$ cat src/hdl/sal_pkg.sv
// types and constants shared by the spline arc length block
package sal_pkg;
	localparam int MAX_POINTS = 1024;
	localparam int CNT_W = $clog2(MAX_POINTS) + 1;
	localparam int NODE_W = 10;
	localparam int LEN_W = 40;
	localparam logic [LEN_W-1:0] LEN_MAX = {LEN_W{1'b1}};
	localparam logic [9:0] SEG_CNT_MAX = 10'd1023;
	localparam logic [15:0] STEP_RESET = 16'd655;
	localparam int ADDR_W = 3;
	localparam logic REG_STEP = 1'b0;
	localparam logic REG_SKIP = 1'b1;
	localparam int FIFO_DEPTH = 2;
	localparam int PTR_W = $clog2(FIFO_DEPTH);
	localparam int FCNT_W = $clog2(FIFO_DEPTH + 1);

	typedef struct packed {
		logic signed [31:0] point_x;
		logic signed [31:0] point_y;
		logic final_point;
	} point_t;

	typedef struct packed {
		logic [NODE_W-1:0] segment_index;
		logic [LEN_W-1:0] seg_length;
		logic [LEN_W-1:0] running_length;
		logic [9:0] segment_count;
		logic overflow_error;
		logic last_result;
	} result_t;

	typedef struct packed {
		logic do_seg;
		logic [NODE_W-1:0] node;
		logic [1:0] trail_n;
		logic [NODE_W-1:0] trail_lo;
		logic fin;
		logic [3:0][31:0] px;
		logic [3:0][31:0] py;
	} cmd_t;
endpackage

$ cat src/hdl/sal_front.sv
// front end: waypoint window, point count and segment commands
module sal_front (
	input  logic clk,
	input  logic arst_n,
	input  logic point_valid,
	output logic point_stall,
	input  sal_pkg::point_t point,
	input  logic [1:0] skip_nodes,
	input  logic cmd_full,
	output logic cmd_push,
	output sal_pkg::cmd_t cmd
);
	import sal_pkg::*;

	logic [31:0] win_x_q [3];
	logic [31:0] win_y_q [3];
	logic [CNT_W-1:0] seen_q;
	logic accept, room, do_seg;
	logic [CNT_W-1:0] skip_w, n, lo_a, lo, hi, span;

	assign point_stall = cmd_full;
	assign accept = point_valid && !cmd_full;

	always_comb begin
		skip_w = CNT_W'(skip_nodes);
		room = seen_q < CNT_W'(MAX_POINTS);
		do_seg = room && (seen_q >= CNT_W'(3)) && ((seen_q - CNT_W'(3)) >= skip_w);
		n = room ? seen_q + CNT_W'(1) : seen_q;
		lo_a = (n >= CNT_W'(3)) ? n - CNT_W'(3) : '0;
		lo = (lo_a < skip_w) ? skip_w : lo_a;
		hi = (n > skip_w) ? n - skip_w : '0;
		span = (hi > lo) ? hi - lo : '0;
		cmd_push = accept && (do_seg || point.final_point);
		cmd.do_seg = do_seg;
		cmd.node = NODE_W'(seen_q - CNT_W'(3));
		cmd.trail_n = point.final_point ? span[1:0] : 2'd0;
		cmd.trail_lo = lo[NODE_W-1:0];
		cmd.fin = point.final_point;
		cmd.px = {point.point_x, win_x_q[2], win_x_q[1], win_x_q[0]};
		cmd.py = {point.point_y, win_y_q[2], win_y_q[1], win_y_q[0]};
	end

	always_ff @(posedge clk or negedge arst_n) begin
		if (!arst_n) begin
			seen_q <= '0;
		end else if (accept) begin
			if (point.final_point) begin
				seen_q <= '0;
			end else if (room) begin
				seen_q <= seen_q + CNT_W'(1);
			end
		end
	end

	always_ff @(posedge clk) begin
		if (accept && room) begin
			win_x_q[0] <= win_x_q[1];
			win_x_q[1] <= win_x_q[2];
			win_x_q[2] <= point.point_x;
			win_y_q[0] <= win_y_q[1];
			win_y_q[1] <= win_y_q[2];
			win_y_q[2] <= point.point_y;
		end
	end
endmodule

$ cat config.mk
export PLATFORM = sky130hd
export DESIGN_NAME = sal_front
export DESIGN_NICKNAME = d
export VERILOG_FILES = /design/src/hdl/sal_pkg.sv /design/src/hdl/sal_front.sv
export SDC_FILE = /design/constraint.sdc
export NUM_CORES = 1
export LEC_CHECK = 0
export BUFFER_PORTS_ARGS = -buffer_cell sky130_fd_sc_hd__buf_2
export CORE_MARGIN = 4
export CORE_UTILIZATION = 43
export DETAILED_ROUTE_END_ITERATION = 10
export HOLD_SLACK_MARGIN = 0.12
export PLACE_DENSITY = 0.73
export SLEW_MARGIN = 30
export SYNTH_ARGS = -nofsm -noshare
export SYNTH_HDL_FRONTEND = slang
export SYNTH_SLANG_ARGS = --single-unit
export TNS_END_PERCENT = 5
$ cat constraint.sdc
create_clock -name clk -period 10 [get_ports clk]
set_input_delay 1.5 -clock clk [delete_from_list [all_inputs] [get_ports clk]]
set_output_delay 1.5 -clock clk [all_outputs]
set_load 0.005 [all_outputs]
==> results.sh <==
export IMPL_htreeDepth=1
export IMPL_drt_initial_drc_count=310
export IMPL_rows=50
export IMPL_cts_made_buffers=22
export IMPL_ys_warn_count=0
export IMPL_clock_sinks=203
export IMPL_vias_per_cell=4.787
export IMPL_startpoint_type="register"
export IMPL_track_usage_pct=18.75
export IMPL_routed_wirelength_mm=20.95
export IMPL_yosysSeqAreaShare_pct=72.61
export IMPL_gr_total_overflow=0
export IMPL_slew_headroom_pct=45.96
export IMPL_synth_main_ff_cell="edfxtp_1"
export IMPL_drive_gt1_share_pct=48.06
export IMPL_peakVddDrop_mv=0.1623
export IMPL_fin_crit_sh_pct=80.79
export IMPL_drc=0
export IMPL_synth_async_reset_ratio_pct=5.419
export IMPL_placement_io_buffers=352
export IMPL_dieWidth_um=147.1
export IMPL_critPathMaxFanout=12
export IMPL_die_h_um=147.1
export IMPL_status="completed"
export IMPL_drv_cap=0
export IMPL_power_density_nw_per_um2=206.5
export IMPL_root_buffer="clkbuf_16"
export IMPL_place_hpwl_mm=16.30
export IMPL_pin_count=353
export IMPL_synth_cell_type_count=62
export IMPL_setup_viol=0
export IMPL_crit_arrival_ns=6.58
export IMPL_netlist_top_cells_area="edfxtp_1 69%, buf_4 6.1%, dfrtp_1 3.3%"
export IMPL_synth_avg_cell_area_um2=15.49
export IMPL_rsz0062_at_grt="false"
export IMPL_hold_violations=0
export IMPL_p_leak_uw=0.004465
export IMPL_period_needed_ns=8.079
export IMPL_place_congestion=0.8665
export IMPL_critical_path_top_delay_family="compound AO/OA/AOI/OAI gates"
export IMPL_synth_nets=627
export IMPL_area_growth_pct=26.79
export IMPL_start_util_pct=44.03
export IMPL_crit_path_cell_trace="ha_1, nand3b_1, nor2_1, or3_1, o32ai_2, o2111ai_1, and2_1, ha_1, or4b_1, o32a_1, a31oi_2, o21a_2, a21oi_1, ha_1, nor2b_1, o21a_1, o21a_1, o21a_1, o21ai_0, a21oi_1, o2111ai_1, nand2_1, o311a_1, buf_2"
export IMPL_grt_pass1_wl_mm=31.84
export IMPL_cts_resized=0
export IMPL_cts_max_path_buffers=3
export IMPL_grt_pass1_vias=5517
export IMPL_die_area_um2=21640
export IMPL_ctsHoldBuffers=0
export IMPL_cts_reportedPaths_clkPinSlew_ns=0.06
export IMPL_final_antenna_net_count=0
export IMPL_criticalPathCategory="register to output port"
export IMPL_synth_edf_count=192
export IMPL_clock_latency_ns=0.48
export IMPL_setup_tns_ns=0
export IMPL_dr_pass1_iters=6
export IMPL_slowest_delay_ns=0.51
export IMPL_synth_area_um2=8319
export IMPL_cts_tree="yes"
export IMPL_utilization_pct=55.83
export IMPL_drv_slew=0
export IMPL_end_kind="output port"
export IMPL_grt_max_degree=79
export IMPL_cp_buffers_inverters=1
export IMPL_coreArea_um2=18890
export IMPL_wire_per_inst_um=18.87
export IMPL_antenna_found_initial=1
export IMPL_required_ns=8.50
export IMPL_nets=924
export IMPL_clock_fmax_mhz=123.8
export IMPL_worstHoldPathType="register to register"
export IMPL_tightest_slew_ns=0.8097
export IMPL_post_cts_buffers=0
export IMPL_vias=5314
export IMPL_synthCells=537
export IMPL_slowest_stage="o2111ai_1"
export IMPL_finClkSkew_ns=0.006099
export IMPL_yosys_area_top_type="edfxtp_1"
export IMPL_synth_seq_cells=203
export IMPL_synth_top_area_share_pct=69.30
[routing by layer]
layer,vias to the layer above,global-route usage [%],wire length (um)
met1,2524,22.47,8042
met2,268,33.39,10630
met3,27,5.521,1809
met5,-,0,0
li1,2495,-,-
met4,0,4.567,461
[area by class of cell]
cell class / instances / area [um^2]
Fill cell: 1583 / 8346
Sequential cell: 203 / 6041
Timing Repair Buffer: 356 / 1795
Multi-Input combinational cell: 233 / 1639
Clock buffer: 27 / 590.6
Tap cell: 260 / 325.3
Clock inverter: 12 / 86.33
Inverter: 18 / 67.56
Antenna cell: 1 / 2.502
[power by group]
part           total [uW]  switching (uW)  internal, uW
sequential            989            19.1           970
clock                 750             305           445
combinational         439             247           192
total                2180             572          1610
[stage by stage]
| step | power (uW) | cell area [um^2] | worst slack (ns) | cells | hold slack (ns) |
|---|---|---|---|---|---|
| 2_1_floorplan | 1298 | 8322 | 2.644 | 537 | 0.4521 |
| 3_3_place_gp | 1445 | 9864 | 2.630 | 1070 | 0.4232 |
| 3_5_place_dp | 1445 | 9864 | 2.452 | 1070 | 0.4257 |
| 4_1_cts | 2203 | 10540 | 1.899 | 1109 | 0.4348 |
| 5_1_grt | 2302 | 10550 | 1.404 | 1109 | 0.4457 |
| 6_report | 2178 | 10550 | 1.921 | 1110 | 0.4392 |
[Yosys cell counts, types with 2 or more instances]
| master | count |
|---|---|
| edfxtp_1 | 192 |
| buf_4 | 68 |
| nor2_1 | 34 |
| nand2_1 | 26 |
| xnor2_1 | 21 |
| o21ai_0 | 19 |
| ha_1 | 18 |
| inv_1 | 17 |
| dfrtp_1 | 11 |
| nor3_1 | 10 |
| xor2_1 | 10 |
| a21oi_1 | 9 |
| clkbuf_1 | 9 |
| nand3_1 | 8 |
| nand2b_1 | 6 |
| nor2b_1 | 5 |
| nor4_1 | 5 |
| and2_1 | 4 |
| buf_2 | 4 |
| or2_2 | 4 |
| a21o_1 | 3 |
| mux2i_1 | 3 |
| nand4_1 | 3 |
| o2111ai_1 | 3 |
| o21a_1 | 3 |
| o22ai_1 | 3 |
| o31ai_1 | 3 |
| and3_1 | 2 |
[sequential cells by signal, indices dropped and copies added (netlist names)]
name,count
seen_q,11
win_x_q,96
win_y_q,96
[worst paths after layout]
path                           startpoint              to  slack [ns]  depth (start not counted)
min in group asynchronous          arst_n       seen_q[7]        0.89                          1
min reg2reg                win_y_q[0][83]  win_y_q[0][51]        0.44                          0
min                        win_y_q[0][83]  win_y_q[0][51]        0.44                          0
max reg2reg                    seen_q[10]  win_y_q[0][45]        7.53                          3
max                             seen_q[0]        cmd[268]        1.92                         24
max in group asynchronous          arst_n      seen_q[10]        8.89                          1
[placed cells by master (no fill, tap or decap), drive strengths merged, types with 2 or more instances in the layout]
master,n
o21ai,19
ha,18
a21o,3
nand2b,6
dfrtp,11
o22ai,3
buf,356
mux2i,3
a21oi,9
nor3,10
inv,19
o31ai,3
nor2,35
o2111ai,3
and2,5
nand3,8
xor2,10
nor2b,5
and3,3
edfxtp,192
clkbuf,27
o21a,5
nand4b,2
nand4,3
nand2,26
nor4,5
or2,4
clkinv,9
xnor2,23
[cells by family (layout without fill, tap and decap cells)]
group / Yosys count / in the layout / synth area share [%]
other cells: 0 / 1 / 0
compound gates: 57 / 57 / 4.963
flops: 203 / 203 / 72.61
xor+xnor: 33 / 33 / 3.790
fa+ha+maj: 19 / 19 / 2.948
simple gates: 120 / 120 / 7.415
mux: 4 / 4 / 0.4963
buf+inv: 101 / 413 / 7.775
(Power assumes the default switching activity.)
