## src/hdl/sal_pkg.sv

```systemverilog
// types and constants shared by the spline arc length block
package sal_pkg;
	localparam int MAX_POINTS = 1024;
	localparam int CNT_W = $clog2(MAX_POINTS) + 1;
	localparam int NODE_W = 10;
	localparam int LEN_W = 40;
	localparam logic [LEN_W-1:0] LEN_MAX = {LEN_W{1'b1}};
	localparam logic [9:0] SEG_CNT_MAX = 10'd1023;
	localparam logic [15:0] STEP_RESET = 16'd655;
	localparam int ADDR_W = 3;
	localparam logic REG_STEP = 1'b0;
	localparam logic REG_SKIP = 1'b1;
	localparam int FIFO_DEPTH = 2;
	localparam int PTR_W = $clog2(FIFO_DEPTH);
	localparam int FCNT_W = $clog2(FIFO_DEPTH + 1);

	typedef struct packed {
		logic signed [31:0] point_x;
		logic signed [31:0] point_y;
		logic final_point;
	} point_t;

	typedef struct packed {
		logic [NODE_W-1:0] segment_index;
		logic [LEN_W-1:0] seg_length;
		logic [LEN_W-1:0] running_length;
		logic [9:0] segment_count;
		logic overflow_error;
		logic last_result;
	} result_t;

	typedef struct packed {
		logic do_seg;
		logic [NODE_W-1:0] node;
		logic [1:0] trail_n;
		logic [NODE_W-1:0] trail_lo;
		logic fin;
		logic [3:0][31:0] px;
		logic [3:0][31:0] py;
	} cmd_t;
endpackage

```

## src/hdl/sal_fifo.sv

```systemverilog
// short command queue between front and back
module sal_fifo (
	input  logic clk,
	input  logic arst_n,
	input  logic push,
	input  sal_pkg::cmd_t din,
	input  logic pop,
	output logic full,
	output logic empty,
	output sal_pkg::cmd_t head
);
	import sal_pkg::*;

	cmd_t mem_q [FIFO_DEPTH];
	logic [PTR_W-1:0] wr_q, rd_q;
	logic [FCNT_W-1:0] cnt_q;

	assign full = cnt_q == FCNT_W'(FIFO_DEPTH);
	assign empty = cnt_q == '0;
	assign head = mem_q[rd_q];

	always_ff @(posedge clk or negedge arst_n) begin
		if (!arst_n) begin
			wr_q <= '0;
			rd_q <= '0;
			cnt_q <= '0;
		end else begin
			if (push) wr_q <= wr_q + PTR_W'(1);
			if (pop) rd_q <= rd_q + PTR_W'(1);
			if (push && !pop) cnt_q <= cnt_q + FCNT_W'(1);
			else if (pop && !push) cnt_q <= cnt_q - FCNT_W'(1);
		end
	end

	always_ff @(posedge clk) begin
		if (push) mem_q[wr_q] <= din;
	end
endmodule

```

## config.mk

```make
export PLATFORM = sky130hd
export DESIGN_NAME = sal_fifo
export DESIGN_NICKNAME = d
export VERILOG_FILES = /design/src/hdl/sal_pkg.sv /design/src/hdl/sal_fifo.sv
export SDC_FILE = /design/constraint.sdc
export NUM_CORES = 1
export LEC_CHECK = 0
export ABC_AREA = 0
export BUFFER_PORTS_ARGS = -buffer_cell sky130_fd_sc_hd__buf_2
export CORE_AREA = 2 2 220 222
export CTS_CLUSTER_DIAMETER = 120
export DETAILED_ROUTE_END_ITERATION = 16
export DIE_AREA = 0 0 222 224
export PLACE_DENSITY_LB_ADDON = 0.15
export SYNTH_ARGS = -nofsm -noshare
export SYNTH_HDL_FRONTEND = slang
export SYNTH_SLANG_ARGS = --single-unit
```

## constraint.sdc

```tcl
create_clock -name clk -period 32.5 [get_ports clk]
set_input_delay 1.625 -clock clk [delete_from_list [all_inputs] [get_ports clk]]
set_output_delay 1.625 -clock clk [all_outputs]
set_load 0.03 [all_outputs]
```

==> metrics.md, run 1 <==
| Metric | Value |
|---|---|
| R2R cell count | `3` |
| Initial antenna violation count | `19` |
| Sw Share | `34.8%` |
| Worst path bufs/invs | `3` |
| Largest net degree at the start of global routing | `81` |
| Maximum buffer depth of the clock tree | `3` |
| H-tree levels | `2` |
| Layout area overhead | `25.9%` |
| CTS tree | `yes` |
| Power Density | `98.3 nW/um^2` |
| YS warnings | `0` |
| Critical path fanouts, max | `80` |
| DRC violations left | `0` |
| Total grt overflow | `0` |
| Sequential power share | `39.3%` |
| Share of layout cells above drive strength 1 | `61.4%` |
| Clock slew at reported path FFs | `0.06 ns` |
| Post-Layout Cell Count | `2156` |
| Slew Limit Headroom | `23.1%` |
| First-pass iteration count of the detailed router | `4` |
| Startpoint types | `flip-flop` |
| Final Max Slew Viols | `0` |
| Synth Register Bits | `564` |
| Worst Hold Class | `flip-flop to flip-flop` |
| Fillers | `3784` |
| Worst Skew | `0.00986 ns` |
| Maxcap violations | `0` |
| Synth unique cells | `14` |
| P_int | `1.67 mW` |
| RSZ-0062 raised after global routing | `no` |
| Seq/Total Area, Yosys | `81.6%` |
| Status | `complete, no violations` |
| Placer congestion estimate | `0.777` |
| Worst hold start | `cnt_q[1]` |
| Cell mode on critical path | `buf_4` |
| Final Setup Violations | `0` |
| Fin nets | `1776` |
| Worst EP required | `30.87 ns` |
| Crit path time final | `5.38 ns` |
| Logic pwr share | `34.9%` |
| Worst path top cell family by delay | `buffers and inverters` |
| Destination of the worst hold path | `cnt_q[1]` |
| Placed cells | `2047` |
| Crit Path Category | `flip-flop to output pin` |
| First-pass GRT wire length | `67.6 mm` |
| Die footprint | `49700 sq um` |
| I/O Buffers | `565` |
| Post-DP HPWL | `33.0 mm` |
| Initial Util | `43.8%` |
| Sink Count | `564` |
| Peak VDD IR | `0.0690 mV` |
| Hold Path Stages | `1` |
| R2r endpoint | `mem_q[1][151]` |
| Clock power share | `25.7%` |
| PostCTS Resize Cnt | `0` |
| Total number of vias | `10500` |
| Top Ports | `566` |
| Wirelength per Cell | `22.0 um` |
| Core area | `47300 sq um` |
| # rows | `80` |
| CP Cell Sequence | `buf_4 -> buf_4 -> mux2_2 -> buf_2` |
| CTS root buffer | `clkbuf_16` |
| Setup TNS | `0 ns` |
| Final hold vios | `0` |
| Syn nets | `1172` |
| RR Startpoint | `wr_q` |
| Num CTS Buffers | `57` |
| Worst-Margin Slew | `1.15 ns` |
| Worst stage delay on the critical path | `0.96 ns` |
| Tot Pwr | `2.57 mW` |
| Sw Pwr | `892 uW` |
| DRT antenna net count | `0` |
| Syn Inst Count | `887` |
| WHS | `0.494 ns` |
| Initial DRC Count | `674` |
| Worst setup path startpoint | `rd_q` |
| Setup bufs post-CTS | `0` |
| GRT Util Overall | `18.5%` |
| Worst setup EP type | `output pin` |
| Syn Std Cell Area | `20700 sq um` |
| Via density per instance | `4.85` |
| Vias in the first global route | `10800` |
| # hold bufs at CTS | `0` |
| Tcrit/Tclk final | `16.6%` |
| Worst skew pair latency | `0.58 ns` |
| Detailed Route WL | `47.4 mm` |
| FF-to-FF setup slack | `28.94 ns` |
| F_max | `186 MHz` |
| Leak Pwr | `10.0 nW` |
| Syn avg cell area | `23.4 sq um` |
| Die X | `222 um` |
| Crit path DAT | `3.76 ns` |
| Die height | `224 um` |
| Critical path's slowest cell | `buf_4` |
-- layer usage --
layer / share of wire, % / wire length (um) / up-vias / global-route usage (%)
li1: - / - / 4764 / -
met1: 38 / 17800 / 5172 / 20.7
met2: 49 / 23300 / 397 / 30.9
met3: 9.8 / 4670 / 107 / 8.58
met4: 3.0 / 1440 / 24 / 6.91
met5: 0.32 / 154 / - / 0
-- placed cells by master, fill, tap and decap left out --
cell type     n
buf_2       565
edfxtp_1    560
mux2_2      190
mux2_4       90
clkbuf_16    57
clkinv_1     13
clkinv_2     11
buf_4        11
bufinv_16    10
diode_2       6
clkbuf_1      6
xor2_1        4
clkinvlp_4    4
dfrtp_1       3
nor2_1        2
inv_1         1
nor2b_1       1
and2_4        1
nor2b_4       1
xnor2_1       1
ha_1          1
clkinv_4      1
inv_6         1
dfrtp_4       1
-- state kept, by name, indices dropped and copies added (netlist names) --
register / cells
mem_q: 560
cnt_q: 2
rd_q: 1
wr_q: 1
-- stage by stage --
stage / setup WS [ns] / cell area [sq um] / util (%)
2_1_floorplan: 17.87 / 20700 / -
3_3_place_gp: 27.56 / 24200 / 51.1
3_5_place_dp: 27.55 / 24200 / 51.1
4_1_cts: 27.00 / 26100 / 55.1
5_1_grt: 26.88 / 26100 / 55.1
6_report: 27.12 / 26100 / 55.1
-- how the worst max path moves through the flow --
stage / endpoint / slack (ns) / cells after the start
final: head[158] / 27.12 / 4
after global routing: head[158] / 26.88 / 4
after CTS: head[150] / 27.00 / 4
after detailed placement: mem_q[1][150] / 27.55 / 4
after global placement: mem_q[1][168] / 27.56 / 4
after floorplan: mem_q[0][0] / 17.87 / 1
-- power by group through the flow --
stage / registers (mW) / clock network, mW / logic (mW)
2_1_floorplan: 1.06 / 0 / 0.677
3_3_place_gp: 1.02 / 0 / 0.906
3_5_place_dp: 1.03 / 0 / 0.907
4_1_cts: 1.01 / 0.678 / 0.910
5_1_grt: 1.02 / 0.706 / 0.941
6_report: 1.01 / 0.661 / 0.896
-- cells by family after synthesis --
logic type,count (synthesis),share of synthesized area (%)
mux,280,16.8
fa+ha+maj,1,0.0603
xor+xnor,5,0.211
buf+inv,32,1.20
flops,564,81.6
simple gates,5,0.127
-- area by class of cell --
| class | instances | area, sq um | share of cell area [%] |
|---|---|---|---|
| timing repair buffer | 576 | 2910 | 11.1 |
| inverter | 1 | 3.75 | 0.0144 |
| clock buffer | 63 | 1450 | 5.55 |
| multi-input combinational | 291 | 3580 | 13.7 |
| antenna | 6 | 15.0 | 0.0575 |
| tap | 615 | 769 | 2.95 |
| clock inverter | 40 | 452 | 1.73 |
| sequential | 564 | 16900 | 64.8 |
-- cells in the mapped netlist --
master | instances | area share [%]
and2_1 | 1 | 0.030
dfrtp_1 | 4 | 0.48
xnor2_1 | 1 | 0.042
edfxtp_1 | 560 | 81
nor2_1 | 2 | 0.036
ha_1 | 1 | 0.060
mux2_4 | 90 | 6.5
buf_2 | 10 | 0.24
buf_4 | 11 | 0.40
mux2_2 | 190 | 10
inv_1 | 1 | 0.018
nor2b_1 | 2 | 0.060
xor2_1 | 4 | 0.17
buf_6 | 10 | 0.54
Power figures use the tool's default switching activity.
==> run 2: changes to the inputs <==
--- a/config.mk
+++ b/config.mk
@@ -7,10 +7,10 @@
 export LEC_CHECK = 0
 export ABC_AREA = 0
 export BUFFER_PORTS_ARGS = -buffer_cell sky130_fd_sc_hd__buf_2
-export CORE_AREA = 2 2 220 222
+export CORE_AREA = 2 2 222 224
 export CTS_CLUSTER_DIAMETER = 120
 export DETAILED_ROUTE_END_ITERATION = 16
-export DIE_AREA = 0 0 222 224
+export DIE_AREA = 0 0 224 226
 export PLACE_DENSITY_LB_ADDON = 0.15
 export SYNTH_ARGS = -nofsm -noshare
 export SYNTH_HDL_FRONTEND = slang
==> constraint.sdc (replaced) <==
create_clock -name clk -period 5.61 [get_ports clk]
set_input_delay 0.2805 -clock clk [delete_from_list [all_inputs] [get_ports clk]]
set_output_delay 0.2805 -clock clk [all_outputs]
set_load 0.03 [all_outputs]
==> metrics.md, run 2 (synthesis results as in run 1) <==
| Metric | Value |
|---|---|
| Status | `complete, no violations` |
| Final Setup Violations | `0` |
| Crit Path Category | `flip-flop to output pin` |
| RSZ-0062 raised after global routing | `no` |
| Crit path DAT | `2.89 ns` |
| Fillers | `3635` |
| Clock slew at reported path FFs | `0.06 ns` |
| Detailed Route WL | `49.9 mm` |
| Max reg flops | `560` |
| Worst EP required | `5.33 ns` |
| Worst setup EP type | `output pin` |
| CP Cell Sequence | `buf_4 -> mux2_2 -> buf_2` |
| Met3 WL | `3.96 mm` |
| Dpl cell area | `24200 sq um` |
| Startpoint types | `flip-flop` |
| PostCTS Resize Cnt | `0` |
| DRC violations left | `0` |
| Post-Layout Cell Count | `2442` |
| # rows | `81` |
| DRT antenna net count | `0` |
| Total grt overflow | `0` |
| Commonest non-fill, non-tap cells in the layout | `buf_2, edfxtp_1, dlygate4sd3_1` |
| Placed cells | `2051` |
| Met1 wire length | `19.4 mm` |
| Die footprint | `50600 sq um` |
| Worst Skew | `0.0103 ns` |
| Final hold vios | `0` |
| Die height | `226 um` |
| I/O Buffers | `565` |
| CTS tree | `yes` |
| Register bank with the most flops | `mem_q` |
| Initial DRC Count | `666` |
| F_max | `316 MHz` |
| Design Area, Final | `28900 sq um` |
| Worst-Margin Slew | `1.27 ns` |
| Setup TNS | `0 ns` |
| Tcrit/Tclk final | `56.4%` |
| First-pass GRT wire length | `72.4 mm` |
| Sink Count | `564` |
| Num CTS Buffers | `58` |
| WL met2 | `25.0 mm` |
| Maxcap violations | `0` |
| Final Max Slew Viols | `0` |
| H-tree levels | `2` |
| Share of layout cells above drive strength 1 | `51.3%` |
| Layout area overhead | `39.5%` |
| Worst stage delay on the critical path | `0.97 ns` |
| Core area | `48300 sq um` |
| Worst skew pair latency | `0.59 ns` |
| Initial Util | `42.9%` |
| Vias in the first global route | `12400` |
| Largest net degree at the start of global routing | `154` |
| Placer congestion estimate | `0.838` |
| Top Ports | `566` |
| Critical path's slowest cell | `dfrtp_4` |
| Peak VDD IR | `0.369 mV` |
| Initial antenna violation count | `6` |
| Tot Pwr | `15.0 mW` |
| Maximum buffer depth of the clock tree | `3` |
| Commonest non-fill, non-tap cell in the layout | `buf_2` |
| Total number of vias | `11600` |
| Slew Limit Headroom | `15.3%` |
| Power Density | `517 nW/um^2` |
| Die X | `224 um` |
| Wirelength per Cell | `20.4 um` |
| Worst Hold Class | `input port to asynchronous set/reset pin` |
| Largest regs | `mem_q (560), cnt_q (2)` |
| Via density per instance | `4.75` |
| Leak Pwr | `11.2 nW` |
| First-pass iteration count of the detailed router | `5` |
| Top Layer Used | `met5` |
| GRT Util Overall | `19.0%` |
| Critical path fanouts, max | `47` |
| CTS root buffer | `clkbuf_16` |
| Post-DP HPWL | `32.8 mm` |
| Fin nets | `2057` |
| Crit path time final | `3.17 ns` |
run 2: cell types whose count changed in the layout (fill, tap and decap cells not counted), moves of 5 or more:
| cell | change |
|---|---|
| clkbuf_1 | +10 |
| bufinv_16 | -5 |
| buf_4 | -9 |
| buf_12 | +6 |
| dlygate4sd3_1 | +283 |
run 2: power by group:
group          leakage, nW  switching, mW  internal [mW]
Clock                0.889           1.51           2.20
Combinational         5.01           3.42           1.93
Sequential            5.30          0.285           5.60
Total                 11.2           5.21           9.74
run 2: path summary, 6_finish.rpt:
check	from	endpoint	slack (ns)	cells past startpoint
worst min register to register	cnt_q[1]	cnt_q[1]	0.49	1
worst min-delay path	arst_n	cnt_q[1]	0.11	2
max in group asynchronous	arst_n	rd_q	5.35	2
worst max-delay path	rd_q	head[266]	2.44	3
min in group clk	din[236]	mem_q[0][236]	0.41	2
worst max register to register	wr_q	mem_q[0][231]	3.69	2
run 2: area by class of cell:
type                    count  area [sq um]  area share [%]
well taps                 622           778            2.69
clock inverters            28           256           0.887
multi-input cells         291          3580            12.4
clock buffers              77          1590            5.48
diodes                      3          7.51          0.0259
inverters                   1          3.75          0.0130
flip-flops and latches    564         16900            58.5
repair buffers            856          5800            20.0
run 2: layer usage:
metal,vias to the layer above,GRT usage (%)
li1,5329,-
met1,5731,22.7
met2,449,32.3
met3,89,6.05
met4,6,7.23
met5,-,0
run 2: timing repair:
action | in CTS | in global routing
buffers inserted | 0 | 0
setup endpoints to repair | 0 | 0
hold buffers | 283 | 0
endpoints found under the hold margin | 566 | 0
run 2: worst max-delay path: cells and delay by family (launching register included):
family,cells,cell delay [ns]
flip-flops,1,0.97
buffers and inverters,2,0.85
multiplexers,1,0.44
run 2: stage by stage:
| step | utilization (%) | hold slack (ns) | worst slack (ns) |
|---|---|---|---|
| floorplan | - | -0.0151 | 0.608 |
| global placement | 50.2 | 0.106 | 3.00 |
| detailed placement | 50.2 | 0.109 | 2.99 |
| CTS | 59.8 | 0.0530 | 2.33 |
| global route | 59.8 | 0.0957 | 2.29 |
| finish | 59.8 | 0.106 | 2.44 |
==> run 3: changes to the inputs <==
--- a/config.mk
+++ b/config.mk
@@ -7,10 +7,10 @@
 export LEC_CHECK = 0
 export ABC_AREA = 0
 export BUFFER_PORTS_ARGS = -buffer_cell sky130_fd_sc_hd__buf_2
-export CORE_AREA = 2 2 222 224
+export CORE_AREA = 2 2 220 222
 export CTS_CLUSTER_DIAMETER = 120
 export DETAILED_ROUTE_END_ITERATION = 16
-export DIE_AREA = 0 0 224 226
+export DIE_AREA = 0 0 222 224
 export PLACE_DENSITY_LB_ADDON = 0.15
 export SYNTH_ARGS = -nofsm -noshare
 export SYNTH_HDL_FRONTEND = slang
==> constraint.sdc (replaced) <==
create_clock -name clk -period 2.6 [get_ports clk]
set_input_delay 0.13 -clock clk [delete_from_list [all_inputs] [get_ports clk]]
set_output_delay 0.13 -clock clk [all_outputs]
set_load 0.03 [all_outputs]
==> metrics.md, run 3 (synthesis results as in run 1) <==
| Metric | Value |
|---|---|
| Status | `complete, no violations` |
| Worst EP required | `2.47 ns` |
| CTS tree | `yes` |
| Sink Count | `564` |
| Startpoint types | `flip-flop` |
| Tcrit/Tclk final | `92.0%` |
| Worst skew pair latency | `0.58 ns` |
| Die footprint | `49700 sq um` |
| Final Setup Violations | `0` |
| Worst stage delay on the critical path | `0.52 ns` |
| Post-DP HPWL | `33.2 mm` |
| Initial DRC Count | `595` |
| CTS root buffer | `clkbuf_16` |
| Worst path bufs/invs | `3` |
| # rows | `80` |
| Share of layout cells above drive strength 1 | `52.1%` |
| Final Max Slew Viols | `0` |
| Critical path fanouts, max | `42` |
| Max reg flops | `560` |
| Worst setup EP type | `output pin` |
| Clock slew at reported path FFs | `0.06 ns` |
| Commonest non-fill, non-tap cells in the layout | `buf_2, edfxtp_1, dlygate4sd3_1` |
| Power Density | `1100 nW/um^2` |
| First-pass iteration count of the detailed router | `4` |
| Largest regs | `mem_q (560), cnt_q (2)` |
| RSZ-0062 raised after global routing | `no` |
| Initial Util | `43.8%` |
| F_max | `418 MHz` |
| Leak Pwr | `11.3 nW` |
| Crit path time final | `2.39 ns` |
| Commonest non-fill, non-tap cell in the layout | `buf_2` |
| Slew Limit Headroom | `64.5%` |
| Pre-CTS setup slack | `0.815 ns` |
| Cell mode on critical path | `buf_12` |
| Placer congestion estimate | `0.753` |
| DRT antenna net count | `0` |
| I/O Buffers | `565` |
| Die height | `224 um` |
| DRC violations left | `0` |
| Peak VDD IR | `0.752 mV` |
| Top Ports | `566` |
| First-pass GRT wire length | `72.0 mm` |
| Worst path top cell family by delay | `buffers and inverters` |
| Crit Path Category | `flip-flop to output pin` |
| Maxcap violations | `0` |
| GRT Util Overall | `19.1%` |
| Fin nets | `2074` |
| Register bank with the most flops | `mem_q` |
| Vias in the first global route | `12300` |
| Num CTS Buffers | `56` |
| H-tree levels | `2` |
| Die X | `222 um` |
| Initial antenna violation count | `4` |
| Critical path's slowest cell | `dfrtp_4` |
| Worst-Margin Slew | `0.532 ns` |
| CP Cell Sequence | `buf_12 -> buf_12 -> mux2_2 -> buf_2` |
| Crit path DAT | `2.26 ns` |
| Via density per instance | `4.74` |
| WHS | `0.263 ns` |
| Detailed Route WL | `48.7 mm` |
| Maximum buffer depth of the clock tree | `3` |
| Total number of vias | `11600` |
| Setup bufs post-CTS | `0` |
| Total grt overflow | `0` |
| Wirelength per Cell | `19.9 um` |
| Layout area overhead | `40.1%` |
| Worst Skew | `0.0120 ns` |
| Largest net degree at the start of global routing | `83` |
| Final setup margin | `0.209 ns` |
| Worst Hold Class | `input port to flip-flop` |
| Core area | `47300 sq um` |
| Final hold vios | `0` |
## run 3: worst paths after layout
check / startpoint / endpoint / slack, ns / cells after the start
max in group asynchronous: arst_n / rd_q / 1.88 / 3
min reg2reg: cnt_q[1] / cnt_q[1] / 0.54 / 1
min in group asynchronous: arst_n / cnt_q[1] / 0.53 / 3
min: din[274] / mem_q[1][274] / 0.26 / 2
max reg2reg: wr_q / mem_q[0][166] / 0.88 / 2
max: rd_q / head[79] / 0.21 / 4
## run 3: where the power goes
part / switching [mW] / total [mW] / internal [mW]
registers: 0.400 / 12.4 / 12.0
logic: 7.64 / 12.1 / 4.41
clock network: 3.21 / 7.49 / 4.28
## run 3: layer usage
| layer | track usage (%) | vias up | wire (um) |
|---|---|---|---|
| met2 | 32.8 | 442 | 24400 |
| li1 | - | 5371 | - |
| met4 | 5.91 | 2 | 1150 |
| met5 | 0 | - | 13 |
| met3 | 7.17 | 73 | 4040 |
| met1 | 22.5 | 5721 | 19100 |
## run 3: what timing repair did
action | 4_1_cts | 5_1_grt
hold endpoints to repair | 567 | 0
hold buffers | 284 | 0
gates resized for setup | 0 | 0
## run 3: area by class of cell
| type | instances | area [sq um] |
|---|---|---|
| Antenna cell | 3 | 7.51 |
| Fill cell | 3477 | 18300 |
| Sequential cell | 564 | 16900 |
| Multi-Input combinational cell | 291 | 3580 |
| Clock buffer | 66 | 1460 |
| Clock inverter | 35 | 244 |
| Timing Repair Buffer | 875 | 6070 |
| Inverter | 1 | 3.75 |
| Tap cell | 615 | 769 |
## run 3: stage by stage
stage	total power, mW	instances	instance area (sq um)	util [%]	setup TNS (ns)
6_report	32.0	2450	29100	61.4	0
3_5_place_dp	24.4	2062	24500	51.7	0
4_1_cts	32.4	2447	29000	61.4	0
3_3_place_gp	24.3	2062	24500	51.7	0
5_1_grt	33.3	2450	29100	61.4	0
2_1_floorplan	21.2	887	20700	-	-1151.49
